==> src/rtl/assert_macros.svh <==
// Assertion macros shared by the frame receiver RTL.
// Depends on nothing; taken in by `include where assertions are written.
`ifndef ASSERT_MACROS_SVH
`define ASSERT_MACROS_SVH

// Implication in the same cycle, disabled while reset is asserted (active low).
`define SEBFR_ASSERT_NOW(name, clk, rst_n, ante, cons) \
    name: assert property (@(posedge clk) disable iff (!(rst_n)) (ante) |-> (cons)) \
        else $error("frame receiver assertion failed");

// Implication in the cycle after, disabled while reset is asserted (active low).
`define SEBFR_ASSERT_NEXT(name, clk, rst_n, ante, cons) \
    name: assert property (@(posedge clk) disable iff (!(rst_n)) (ante) |=> (cons)) \
        else $error("frame receiver assertion failed");

`endif

==> src/rtl/sebfr_pkg.sv <==
// Package for the start/end byte frame receiver: sizes, reset codes,
// register indexes and the control state type. No dependencies.
package sebfr_pkg;

    localparam int BUFFER_DEPTH = 64;
    localparam int ADDR_W       = $clog2(BUFFER_DEPTH);
    localparam int CNT_W        = ADDR_W + 1;
    localparam int BYTE_W       = 8;
    localparam int CFG_IDX_W    = 1;

    localparam logic [BYTE_W-1:0] START_CODE_RST = 8'd35;
    localparam logic [BYTE_W-1:0] END_CODE_RST   = 8'd10;

    localparam logic [CFG_IDX_W-1:0] REG_START_CODE = 1'd0;
    localparam logic [CFG_IDX_W-1:0] REG_END_CODE   = 1'd1;

    typedef enum logic [2:0] {
        ST_IDLE  = 3'b001,
        ST_RECV  = 3'b010,
        ST_DRAIN = 3'b100
    } state_t;

endpackage

==> src/rtl/sebfr_store.sv <==
// Frame store: single write port, single read port with registered read data.
// Depends on sebfr_pkg for depth and widths.
module sebfr_store (
    input  logic                          aclk,
    input  logic                          wr_en,
    input  logic [sebfr_pkg::ADDR_W-1:0]  wr_addr,
    input  logic [sebfr_pkg::BYTE_W-1:0]  wr_data,
    input  logic                          rd_en,
    input  logic [sebfr_pkg::ADDR_W-1:0]  rd_addr,
    output logic [sebfr_pkg::BYTE_W-1:0]  rd_data
);

    logic [sebfr_pkg::BYTE_W-1:0] mem [sebfr_pkg::BUFFER_DEPTH];
    logic [sebfr_pkg::BYTE_W-1:0] rd_data_reg;

    always_ff @(posedge aclk) begin
        if (wr_en) begin
            mem[wr_addr] <= wr_data;
        end
    end

    always_ff @(posedge aclk) begin
        if (rd_en) begin
            rd_data_reg <= mem[rd_addr];
        end
    end

    assign rd_data = rd_data_reg;

endmodule

==> src/rtl/start_end_byte_frame_receiver.sv <==
// Top level of the start/end byte frame receiver: control, counters, output
// register. Depends on sebfr_pkg, sebfr_store and assert_macros.svh.
//
//  channel | dir | handshake          | payload
//  s_      | in  | s_tvalid/s_tready  | s_tdata = rx_byte
//  m_      | out | m_tvalid/m_tready  | m_tdata = frame_byte, m_tuser = frame_empty,
//          |     |                    | m_tlast = frame_last
//  cfg_    | in  | cfg_wen            | cfg_addr = register index, cfg_wdata = value
//
// Idle and receiving: one input beat per cycle; while receiving, data beats are
// stored in the cycle they arrive. End code: input stalls while the frame is
// read through the store's read register into the output register, one beat per
// cycle, slowed only by m_tready; input resumes as the last beat is registered.
// Empty frame: one beat as soon as the output register is free.
// Reset (aresetn low, synchronous) clears state, counts and m_tvalid and restores
// the default codes; the store itself is not cleared.
`include "assert_macros.svh"

module start_end_byte_frame_receiver (
    input  logic                              aclk,
    input  logic                              aresetn,
    input  logic                              s_tvalid,
    output logic                              s_tready,
    input  logic [7:0]                        s_tdata,   // [7:0] rx_byte
    output logic                              m_tvalid,
    input  logic                              m_tready,
    output logic [7:0]                        m_tdata,   // [7:0] frame_byte
    output logic                              m_tuser,   // [0] frame_empty
    output logic                              m_tlast,
    input  logic                              cfg_wen,
    input  logic [sebfr_pkg::CFG_IDX_W-1:0]   cfg_addr,
    input  logic [7:0]                        cfg_wdata
);

    sebfr_pkg::state_t state_reg, state_next;

    logic [sebfr_pkg::CNT_W-1:0]  wc_reg, wc_next;
    logic [sebfr_pkg::CNT_W-1:0]  rd_ptr_reg, rd_ptr_next;
    logic                         rd_pend_reg, rd_pend_next;
    logic                         rd_last_reg, rd_last_next;
    logic [sebfr_pkg::BYTE_W-1:0] start_code_reg, end_code_reg;

    logic                         m_tvalid_reg, m_tvalid_next;
    logic [sebfr_pkg::BYTE_W-1:0] m_tdata_reg, m_tdata_next;
    logic                         m_tuser_reg, m_tuser_next;
    logic                         m_tlast_reg, m_tlast_next;

    logic                         in_beat;
    logic                         is_start, is_end;
    logic                         out_free, data_load, empty_load, issue;
    logic                         wr_en;
    logic [sebfr_pkg::CNT_W-1:0]  wc_inc;
    logic [sebfr_pkg::BYTE_W-1:0] rd_data;

    assign s_tready = (state_reg != sebfr_pkg::ST_DRAIN);
    assign in_beat  = s_tvalid && s_tready;
    assign is_start = (s_tdata == start_code_reg);
    assign is_end   = (s_tdata == end_code_reg);
    assign wc_inc   = wc_reg + sebfr_pkg::CNT_W'(1);
    assign wr_en    = in_beat && (state_reg == sebfr_pkg::ST_RECV) && !is_start && !is_end;

    assign out_free   = !m_tvalid_reg || m_tready;
    assign data_load  = rd_pend_reg && out_free;
    assign empty_load = (state_reg == sebfr_pkg::ST_DRAIN) &&
                        (wc_reg == '0) && out_free;
    assign issue      = (state_reg == sebfr_pkg::ST_DRAIN) && (rd_ptr_reg < wc_reg) &&
                        (!rd_pend_reg || data_load);

    // Writes finish before the drain starts, so reads never race a write.
    sebfr_store u_store (
        .aclk    (aclk),
        .wr_en   (wr_en),
        .wr_addr (wc_reg[sebfr_pkg::ADDR_W-1:0]),
        .wr_data (s_tdata),
        .rd_en   (issue),
        .rd_addr (rd_ptr_reg[sebfr_pkg::ADDR_W-1:0]),
        .rd_data (rd_data)
    );

    always_comb begin
        state_next    = state_reg;
        wc_next       = wc_reg;
        rd_ptr_next   = rd_ptr_reg;
        rd_pend_next  = rd_pend_reg;
        rd_last_next  = rd_last_reg;
        m_tvalid_next = m_tvalid_reg;
        m_tdata_next  = m_tdata_reg;
        m_tuser_next  = m_tuser_reg;
        m_tlast_next  = m_tlast_reg;

        if (m_tready) begin
            m_tvalid_next = 1'b0;
        end

        case (state_reg)
            sebfr_pkg::ST_IDLE: begin
                if (in_beat && is_start) begin
                    state_next = sebfr_pkg::ST_RECV;
                    wc_next    = '0;
                end
            end
            sebfr_pkg::ST_RECV: begin
                if (in_beat) begin
                    if (is_start) begin
                        wc_next = '0;
                    end else if (is_end) begin
                        state_next  = sebfr_pkg::ST_DRAIN;
                        rd_ptr_next = '0;
                    end else begin
                        wc_next = wc_inc;
                        if (wc_inc == sebfr_pkg::CNT_W'(sebfr_pkg::BUFFER_DEPTH)) begin
                            state_next = sebfr_pkg::ST_IDLE;   // overflow: drop frame
                        end
                    end
                end
            end
            sebfr_pkg::ST_DRAIN: begin
                if (issue) begin
                    rd_ptr_next  = rd_ptr_reg + sebfr_pkg::CNT_W'(1);
                    rd_pend_next = 1'b1;
                    rd_last_next = (rd_ptr_reg + sebfr_pkg::CNT_W'(1) == wc_reg);
                end else if (data_load) begin
                    rd_pend_next = 1'b0;
                end
                if (data_load) begin
                    m_tvalid_next = 1'b1;
                    m_tdata_next  = rd_data;
                    m_tuser_next  = 1'b0;
                    m_tlast_next  = rd_last_reg;
                    if (rd_last_reg) begin
                        state_next = sebfr_pkg::ST_IDLE;
                    end
                end else if (empty_load) begin
                    m_tvalid_next = 1'b1;
                    m_tdata_next  = '0;
                    m_tuser_next  = 1'b1;
                    m_tlast_next  = 1'b1;
                    state_next    = sebfr_pkg::ST_IDLE;
                end
            end
            default: begin
                state_next = sebfr_pkg::ST_IDLE;
            end
        endcase
    end

    always_ff @(posedge aclk) begin
        if (!aresetn) begin
            state_reg      <= sebfr_pkg::ST_IDLE;
            wc_reg         <= '0;
            rd_ptr_reg     <= '0;
            rd_pend_reg    <= 1'b0;
            rd_last_reg    <= 1'b0;
            m_tvalid_reg   <= 1'b0;
            start_code_reg <= sebfr_pkg::START_CODE_RST;
            end_code_reg   <= sebfr_pkg::END_CODE_RST;
        end else begin
            state_reg    <= state_next;
            wc_reg       <= wc_next;
            rd_ptr_reg   <= rd_ptr_next;
            rd_pend_reg  <= rd_pend_next;
            rd_last_reg  <= rd_last_next;
            m_tvalid_reg <= m_tvalid_next;
            if (cfg_wen) begin
                case (cfg_addr)
                    sebfr_pkg::REG_START_CODE: start_code_reg <= cfg_wdata;
                    sebfr_pkg::REG_END_CODE:   end_code_reg   <= cfg_wdata;
                    default: begin
                    end
                endcase
            end
        end
    end

    always_ff @(posedge aclk) begin
        m_tdata_reg <= m_tdata_next;
        m_tuser_reg <= m_tuser_next;
        m_tlast_reg <= m_tlast_next;
    end

    assign m_tvalid = m_tvalid_reg;
    assign m_tdata  = m_tdata_reg;
    assign m_tuser  = m_tuser_reg;
    assign m_tlast  = m_tlast_reg;

    `SEBFR_ASSERT_NOW(a_recv_count_room, aclk, aresetn,
        state_reg == sebfr_pkg::ST_RECV,
        wc_reg < sebfr_pkg::CNT_W'(sebfr_pkg::BUFFER_DEPTH))
    `SEBFR_ASSERT_NOW(a_read_only_in_drain, aclk, aresetn,
        rd_pend_reg, state_reg == sebfr_pkg::ST_DRAIN)
    `SEBFR_ASSERT_NOW(a_read_ptr_bound, aclk, aresetn,
        state_reg == sebfr_pkg::ST_DRAIN, rd_ptr_reg <= wc_reg)
    `SEBFR_ASSERT_NEXT(a_last_ends_drain, aclk, aresetn,
        data_load && rd_last_reg, state_reg == sebfr_pkg::ST_IDLE && m_tlast)

endmodule
==> config.mk <==
export PLATFORM = sky130hd
export DESIGN_NAME = start_end_byte_frame_receiver
export DESIGN_NICKNAME = d
export VERILOG_FILES = /design/src/rtl/sebfr_pkg.sv /design/src/rtl/sebfr_store.sv /design/src/rtl/start_end_byte_frame_receiver.sv
export VERILOG_INCLUDE_DIRS = /design/src /design/src/rtl
export SDC_FILE = /design/constraint.sdc
export NUM_CORES = 1
export LEC_CHECK = 0
export ABC_CLOCK_PERIOD_IN_PS = 2600
export BUFFER_PORTS_ARGS = -buffer_cell sky130_fd_sc_hd__buf_2
export CAP_MARGIN = 20
export CORE_UTILIZATION = 40
export CTS_CLUSTER_SIZE = 14
export DETAILED_ROUTE_END_ITERATION = 8
export GPL_ROUTABILITY_DRIVEN = 0
export PLACE_DENSITY = 0.59
export SYNTH_ARGS = -nofsm -noshare
export SYNTH_HDL_FRONTEND = slang
export SYNTH_SLANG_ARGS = --single-unit
==> constraint.sdc <==
create_clock -name aclk -period 2.6 [get_ports aclk]
set_clock_uncertainty 0.15 [all_clocks]
set_input_delay 0.52 -clock aclk [delete_from_list [all_inputs] [get_ports aclk]]
set_output_delay 0.52 -clock aclk [all_outputs]
set_load 0.03 [all_outputs]
==> impl_metrics.csv, run 1 <==
group,metric,value,unit
setup_path,r2r_slack,-80,ps
clock_network,cts_buffers,56,
synthesis,ys_ff_latch,566,
route,drt_first_pass_iters,4,
synthesis,post_synth.cell_area_avg,18.1,sq um
timing,setup_slack,-77.5,ps
job,maxCapViolCount,0,
global_routing,grt_max_degree,65,
finish,largest_reg_flops,512,
setup_path,cp-endpoint,"u_store.rd_data[6]",
power,p_leak,8.74,nW
timing,tightestPinTransition,775,ps
outcome,violations,"setup timing",
timing,fin_setup_tns,-77.5,ps
floorplan,die_height,241,microns
timing,finalHoldViolCount,0,
power,powerDensity,675,nW/um^2
route,avgViaCountPerCell,5.42,
route,wirelength,55.3,mm
synthesis,yosys_warnings,0,
synthesis,synth_nets,1293,
synthesis,syn-cell-area,22800,sq um
floorplan,fp.dieW,241,microns
finish,drive_above_1_share,0.323,
clock_network,cts-root-buf,"clkbuf_16",
floorplan,dieArea,58000,sq um
setup_path,cp-end-kind,"flip-flop",
setup_path,cp.required,2930,ps
timing,fin_crit_sh,1.03,
finish,layout_common_cells,"edfxtp_1, buf_4, mux4_2",
synthesis,synth_cell_type_count,67,
timing,fmax,0.373,GHz
finish,post-route-util,0.483,
timing,grt_setup_unrepaired,"yes",
finish,layout.nets,1506,
timing,drv_slew,0,
synthesis,synthArstFlopShare,0,
synthesis,yosysSeqAreaShare,0.729,
route,ant_nets,0,
timing,finalSetupViolations,1,
route,wl_per_cell,24.3,microns
clock_network,clock_path_buffers,3,
placed_design,dp_cells,2151,
placed_design,port_buffers,33,
timing,slew_headroom,0.483,
finish,syn_to_final_growth,19.3,%
placed_design,post-place-ws,-289,ps
worst_hold_path,hold_path_class,"in2reg",
floorplan,coreArea,56400,sq um
power,vdd_drop_max,507,uV
placed_design,dpl.hpwl,36.3,mm
finish,stdcell_area,27200,sq um
global_routing,antenna_found_initial,2,
finish,nFillCells,4800,
route,drc,0,
timing,timing.hold.ws,108,ps
synthesis,synthCells,1261,
global_routing,grt_usage,0.196,
placed_design,placed_area,25100,sq um
route,dr_total_vias,12336,
power,p_total,18.4,mW
global_routing,grt_pass1_vias,12681,
floorplan,rows,87,
setup_path,r2r_start,"rd_ptr_reg[1]",
finish,diodes,0,
global_routing,grt_pass1_wl,82.5,mm
finish,layout_commonest_cell,"edfxtp_1",
clock_network,cts_max_level,2,
timing,fin_crit,2680,ps
setup_path,cp.arrival,3010,ps
global_routing,grt-ovfl-total,0,
setup_path,crit_fanout,16,
clock_network,clkLatencyLatePin,620,ps
setup_path,worstRegToRegCells,7,
clock_network,path_clk_slew,70,ps
outcome,outcome,"finished, violations left",
floorplan,start_util,0.405,
clock_network,cts.sinks,566,
finish,regMostFlops,"u_store.mem",
setup_path,critPathKind,"reg2reg",
setup_path,r2r-end,"u_store.rd_data[6]",
floorplan,io_pins,34,
clock_network,tritoncts,"yes",
setup_path,cp-startpoint,"rd_ptr_reg[1]",
finish,layout.cells.non_filler,2275,
synthesis,dominantRegCellSynth,"edfxtp_1",
route,dr.first_iter.drc_count,935,
setup_path,crit_path_start_kind,"flip-flop",
synthesis,synth_edf_count,530,
synth_stat cells (16+ instances only):
cell | number | area share
a21oi_1 | 21 | 0.0046
buf_2 | 22 | 0.0048
clkbuf_1 | 26 | 0.0043
dfxtp_1 | 36 | 0.032
edfxtp_1 | 530 | 0.70
mux2_2 | 22 | 0.011
mux4_2 | 116 | 0.11
nand2_1 | 78 | 0.013
nand3_1 | 33 | 0.0072
nor2_1 | 75 | 0.012
nor3_1 | 16 | 0.0035
o22ai_1 | 24 | 0.0066
xnor2_1 | 17 | 0.0065
power breakdown:
part	switching (mW)	internal (mW)	leakage [nW]
combinational	0.238	0.0834	2.81
clock	3.46	4.65	0.883
sequential	0.0157	9.96	5.05
total	3.71	14.7	8.74
per-layer routing:
metal / routed length (microns) / vias up / global-route usage
met5: 0 / - / 0
li1: - / 5493 / -
met4: 1310 / 0 / 0.0587
met2: 27600 / 344 / 0.328
met3: 2780 / 94 / 0.0320
met1: 23600 / 6405 / 0.263
kinds of logic (layout without fill, tap and decap cells):
family | Yosys count | count (layout) | synth area share
flip-flops | 566 | 566 | 0.729
AND/OR/NAND/NOR | 292 | 292 | 0.0647
multiplexers | 150 | 150 | 0.131
AO/OA/AOI/OAI | 129 | 129 | 0.0406
buffers and inverters | 86 | 344 | 0.0195
XOR/XNOR | 28 | 28 | 0.0107
adder cells (fa/ha/maj) | 10 | 10 | 0.00548
worst max-delay path, stage by stage (launching register included):
cell,delay [ps]
dfxtp_4,480
buf_12,200
buf_4,280
mux4_2,260
mux2i_1,100
a211oi_1,680
o21ai_1,210
nand2_1,160
worst min-delay path by stage:
stage          cells past startpoint            start  slack (ps)            endpoint
4_1_cts                            1       s_tdata[1]          80  u_store.mem[54][1]
5_1_grt                            1       s_tdata[1]          90  u_store.mem[54][1]
3_5_place_dp                       2  end_code_reg[5]         310     end_code_reg[5]
2_1_floorplan                      2  end_code_reg[7]         300     end_code_reg[7]
3_3_place_gp                       2  end_code_reg[5]         310     end_code_reg[5]
6_report                           1       s_tdata[1]         110  u_store.mem[54][1]
cell type report:
type                            instances  area (sq um)  share of cell area
Inverter                               14          52.6             0.00193
Multi-Input combinational cell        609          5860               0.215
Clock inverter                         36           367              0.0135
Tap cell                              756           946              0.0347
Sequential cell                       566         16600               0.611
Clock buffer                           67          1470              0.0540
Timing Repair Buffer                  227          1910              0.0700
timing repair:
| action | in CTS | in global routing |
|---|---|---|
| buffers inserted | 4 | 3 |
| gates cloned | 0 | 1 |
| hold buffers | 13 | 0 |
| resized for setup | 14 | 9 |
| hold endpoints to repair | 15 | 0 |
| pin swaps | 1 | 2 |
| endpoints found under the setup margin | 8 | 8 |
Note: power is estimated with default switching activity, not from simulation.
==> inputs of run 2 (changes only) <==
REMOVE_ABC_BUFFERS = 1   (was not set)
==> impl_metrics.csv, run 2 (synthesis gave the netlist of run 1 again) <==
group,metric,value,unit
clock_network,clkLatencyLatePin,620,ps
timing,tightestPinTransition,858,ps
route,drt_first_pass_iters,5,
setup_path,cp-end-kind,"flip-flop",
power,vdd_drop_max,451,uV
timing,drv_slew,0,
timing,setup_slack,62.9,ps
route,dr.first_iter.drc_count,1223,
setup_path,crit_fanout,33,
timing,slew_headroom,0.428,
timing,fin_crit_sh,0.976,
global_routing,grt-ovfl-total,0,
global_routing,antenna_found_initial,2,
worst_hold_path,hold_path_class,"in2reg",
power,power_switching_share,0.199,
timing,finalSetupViolations,0,
floorplan,coreArea,56400,sq um
power,p_leak,8.67,nW
timing,fin_crit,2540,ps
finish,layout_commonest_cell,"edfxtp_1",
floorplan,rows,87,
route,wl_per_cell,24.8,microns
finish,diodes,0,
timing,fmax,0.394,GHz
floorplan,dieArea,58000,sq um
clock_network,path_clk_slew,60,ps
timing,fin_setup_tns,0,ps
finish,regMostFlops,"u_store.mem",
global_routing,grt_usage,0.199,
power,powerDensity,687,nW/um^2
clock_network,cts-root-buf,"clkbuf_16",
power,p_int,14.9,mW
clock_network,clock_path_buffers,3,
floorplan,die_height,241,microns
route,avgViaCountPerCell,5.46,
finish,drive_above_1_share,0.309,
clock_network,cts.sinks,566,
route,drc,0,
placed_design,post-place-ws,-228,ps
setup_path,cp.required,2820,ps
route,ant_nets,0,
finish,largest_reg_flops,512,
finish,nFillCells,4747,
timing,finalHoldViolCount,0,
clock_network,tritoncts,"yes",
setup_path,cp-startpoint,"rd_ptr_reg[1]",
finish,stdcell_area,27100,sq um
clock_network,cts_buffers,57,
placed_design,dpl.hpwl,36.6,mm
setup_path,critPathKind,"reg2reg",
clock_network,cts_max_level,2,
power,power_switching,3.71,mW
finish,syn_to_final_growth,18.7,%
floorplan,io_pins,34,
outcome,outcome,"completed",
setup_path,cp.arrival,2760,ps
job,maxCapViolCount,0,
route,wirelength,56.0,mm
power,combPwrFrac,0.017,
finish,layout_common_cells,"edfxtp_1, buf_4, mux4_2",
worst_hold_path,hold_start,"s_tdata[2]",
route,dr_total_vias,12323,
power,seqPwrFrac,0.536,
floorplan,start_util,0.405,
setup_path,crit_path_start_kind,"flip-flop",
global_routing,grt_max_degree,65,
placed_design,placed_area,25000,sq um
finish,seqCellArea,16600,sq um
power,clockPowerShare,0.447,
finish,layout.nets,1491,
setup_path,r2r_start,"rd_ptr_reg[1]",
finish,multiInputGateArea,5790,sq um
global_routing,grt_pass1_wl,83.5,mm
placed_design,port_buffers,33,
global_routing,grt_pass1_vias,12636,
floorplan,fp.dieW,241,microns
run 2: worst paths after layout:
check / slack (ps) / cells after the start / to
worst max-delay path: 60 / 7 / u_store.rd_data[0]
worst min-delay path: 90 / 1 / u_store.mem[18][2]
worst max register to register: 60 / 7 / u_store.rd_data[0]
worst min register to register: 320 / 2 / end_code_reg[6]
run 2: final cells by class:
cell class,count,area share
repair buffers,211,0.0658
inverters,14,0.00194
well taps,756,0.0349
flip-flops and latches,566,0.614
multi-input cells,609,0.213
clock inverters,35,0.0150
clock buffers,68,0.0549
run 2: power by group through the flow:
stage / clock, mW / combinational (mW) / sequential (mW)
6_report: 8.33 / 0.315 / 9.98
5_1_grt: 8.81 / 0.345 / 9.97
4_1_cts: 8.50 / 0.322 / 9.98
3_5_place_dp: 0 / 0.311 / 10.2
3_3_place_gp: 0 / 0.307 / 10.2
2_1_floorplan: 0 / 0.0850 / 10.2
run 2: per-layer routing:
layer  vias up  track usage  share of wire
li1       5454            -              -
met1      6390        0.287           0.44
met2       399        0.315           0.48
met3        80       0.0280          0.058
met4         0       0.0554          0.022
met5         -            0              0
run 2: critical path, stage by stage (launching register included):
cell and delay [ps]:
dfxtp_4 520, buf_12 270, mux4_2 340, a22oi_1 370
nand3_1 150, o21ai_1 240, buf_4 170, nand2_1 50
run 2: what timing repair did:
action / in CTS / in global routing
setup endpoints to repair: 3 / 7
hold buffers: 8 / 0
hold endpoints to repair: 14 / 0
cloned: 0 / 2
setup buffers: 0 / 2
gates resized for setup: 4 / 8
run 2: metrics by stage:
step / instances / util / power [mW] / hold WS, ps
finish: 2259 / 0.481 / 18.6 / 89.9
global route: 2259 / 0.481 / 19.1 / 74.9
CTS: 2255 / 0.479 / 18.8 / 69.5
detailed placement: 2144 / 0.444 / 10.5 / 312
global placement: 2144 / 0.444 / 10.5 / 311
floorplan: 1189 / - / 10.3 / 298
==> inputs of run 3 (changes only) <==
ABC_AREA = 1   (was not set)
REMOVE_ABC_BUFFERS = not set   (was 1)
==> impl_metrics.csv, run 3 <==
group,metric,value,unit
timing,grt_setup_unrepaired,"no",
finish,layout.cells.non_filler,3069,
timing,fmax,0.398,GHz
timing,drv_slew,0,
finish,layout_common_cells,"edfxtp_1, nand2_1, nor2_1",
route,ant_nets,0,
outcome,outcome,"completed",
synthesis,post_synth.cell_area_avg,11.2,sq um
finish,nFillCells,5298,
setup_path,cp_slowest_cell,"inv_2",
synthesis,synth_cell_type_count,34,
finish,syn_to_final_growth,15.9,%
synthesis,dominantRegCellSynth,"edfxtp_1",
synthesis,synth_top_area_share,0.668,
clock_network,path_clk_slew,60,ps
placed_design,dpl.hpwl,40.8,mm
timing,finalHoldViolCount,0,
worst_hold_path,hold_path_class,"in2reg",
synthesis,synthAdderAreaFrac,0.00526,
global_routing,grt_pass1_wl,98.2,mm
synthesis,synth_edf_count,530,
synthesis,yosys.area_share.simple,0.166,
synthesis,synth_compound_area_frac,0.0809,
floorplan,io_pins,34,
global_routing,grt_usage,0.217,
placed_design,dp_cells,2960,
clock_network,cts_buffers,58,
synthesis,synth_area_leader_cell,"edfxtp_1",
route,dr.first_iter.drc_count,1903,
global_routing,grt_max_degree,125,
setup_path,cp.arrival,2850,ps
placed_design,post-place-ws,-23.6,ps
synthesis,ys_top_cells_by_area,"edfxtp_1, nand2_1, nor2_1, o21ai_0, nand3_1",
global_routing,grt-ovfl-total,0,
route,dr_total_vias,16682,
setup_path,crit_fanout,50,
power,vdd_drop_max,593,uV
clock_network,clock_path_buffers,3,
synthesis,syn-cell-area,23800,sq um
finish,regMostFlops,"u_store.mem",
finish,layout_commonest_cell,"edfxtp_1",
floorplan,coreArea,58900,sq um
timing,fin_crit,2510,ps
synthesis,yosysSeqAreaShare,0.699,
route,wirelength,65.7,mm
floorplan,die_height,246,microns
global_routing,grt_pass1_vias,16348,
setup_path,cp-end-kind,"flip-flop",
setup_path,critPathKind,"reg2reg",
setup_path,crit_chain,"inv_2 > nand3_1 > nand2_1 > a21oi_1 > o21ai_1 > nand3_1 > nand2_1",
timing,slew_headroom,0.290,
synthesis,synth_xor_area_frac,0.00778,
route,wl_per_cell,21.4,microns
setup_path,cp_slowest_stage_delay,740,ps
power,p_leak,9.98,nW
synthesis,ys_ff_latch,566,
global_routing,antenna_found_initial,1,
floorplan,rows,89,
route,drc,0,
placed_design,placed_area,25600,sq um
setup_path,crit_path_start_kind,"flip-flop",
floorplan,fp.dieW,246,microns
finish,post-route-util,0.468,
placed_design,port_buffers,33,
synthesis,synth_top_family_by_area,"simple AND/OR/NAND/NOR gates",
power,powerDensity,714,nW/um^2
finish,stdcell_area,27600,sq um
setup_path,cp.required,2940,ps
synthesis,synthArstFlopShare,0,
clock_network,clkLatencyLatePin,620,ps
clock_network,cts_max_level,2,
synthesis,synth.top_cells.by_count,"edfxtp_1, nand2_1, nor2_1",
timing,finalSetupViolations,0,
route,avgViaCountPerCell,5.44,
finish,largest_reg_flops,512,
finish,diodes,0,
setup_path,path_buf_inv,1,
clock_network,cts.sinks,566,
job,maxCapViolCount,0,
synthesis,synth_nets,2167,
synthesis,synthCells,2135,
clock_network,cts-root-buf,"clkbuf_16",
timing,tightestPinTransition,1070,ps
floorplan,start_util,0.404,
route,drt_first_pass_iters,6,
synthesis,yosys.cell_count.top_type,"edfxtp_1",
finish,layout.nets,2285,
timing,setup_slack,87.7,ps
floorplan,dieArea,60500,sq um
clock_network,tritoncts,"yes",
setup_path,critical_path.top_delay_family,"simple AND/OR/NAND/NOR gates",
synthesis,yosys_warnings,0,
finish,drive_above_1_share,0.125,
power,p_total,19.7,mW
synthesis,synthMuxAreaShare,0,
timing,fin_crit_sh,0.966,
run 3: worst paths after layout:
| check | start | slack, ps | cells after the start | end |
|---|---|---|---|---|
| max | rd_ptr_reg[2] | 90 | 7 | u_store.rd_data[4] |
| min | cfg_wdata[6] | 30 | 3 | end_code_reg[6] |
| max reg2reg | rd_ptr_reg[2] | 90 | 7 | u_store.rd_data[4] |
| min reg2reg | end_code_reg[2] | 320 | 2 | end_code_reg[2] |
run 3: kinds of logic after synthesis:
group / after synthesis
xor+xnor: 18
buf+inv: 219
flops: 566
fa+ha+maj: 10
compound gates: 360
simple gates: 962
run 3: layout make-up:
cell class	instances	area [sq um]	area share
clock inverter	27	347	0.0126
tap	773	967	0.0351
inverter	98	375	0.0136
sequential	566	16600	0.603
clock buffer	76	1570	0.0569
timing repair buffer	179	1460	0.0531
multi-input combinational	1350	6220	0.225
run 3: metal layers:
layer	vias up	track usage	wire length, microns
li1	7711	-	-
met1	8034	0.297	27700
met2	796	0.341	30000
met3	141	0.0437	5750
met4	0	0.0840	2360
met5	-	0	0
run 3: metrics by stage:
stage                     hold WS (ps)  setup TNS (ps)
after floorplan                    294               0
after global placement             310            -413
after detailed placement           316            -266
after CTS                         6.87               0
after global routing              41.1               0
final                             30.9               0
run 3: repair_timing:
action | 4_1_cts | 5_1_grt
hold buffers | 6 | 0
buffers inserted | 0 | 0
endpoints found under the setup margin | 0 | 7
endpoints found under the hold margin | 6 | 0
resized for setup | 0 | 2
run 3: worst reg2reg max path, stage by stage (launching register included):
cell and delay [ps]:
dfxtp_2 320, inv_2 740, nand3_1 280, nand2_1 150, a21oi_1 90, o21ai_1 240, nand3_1 260, nand2_1 140
run 3: where the power goes:
group | leakage, nW | internal, mW | switching, mW
Clock | 0.930 | 5.02 | 3.44
Sequential | 5.06 | 10.0 | 0.0670
Combinational | 3.99 | 0.328 | 0.861
Total | 9.98 | 15.3 | 4.37
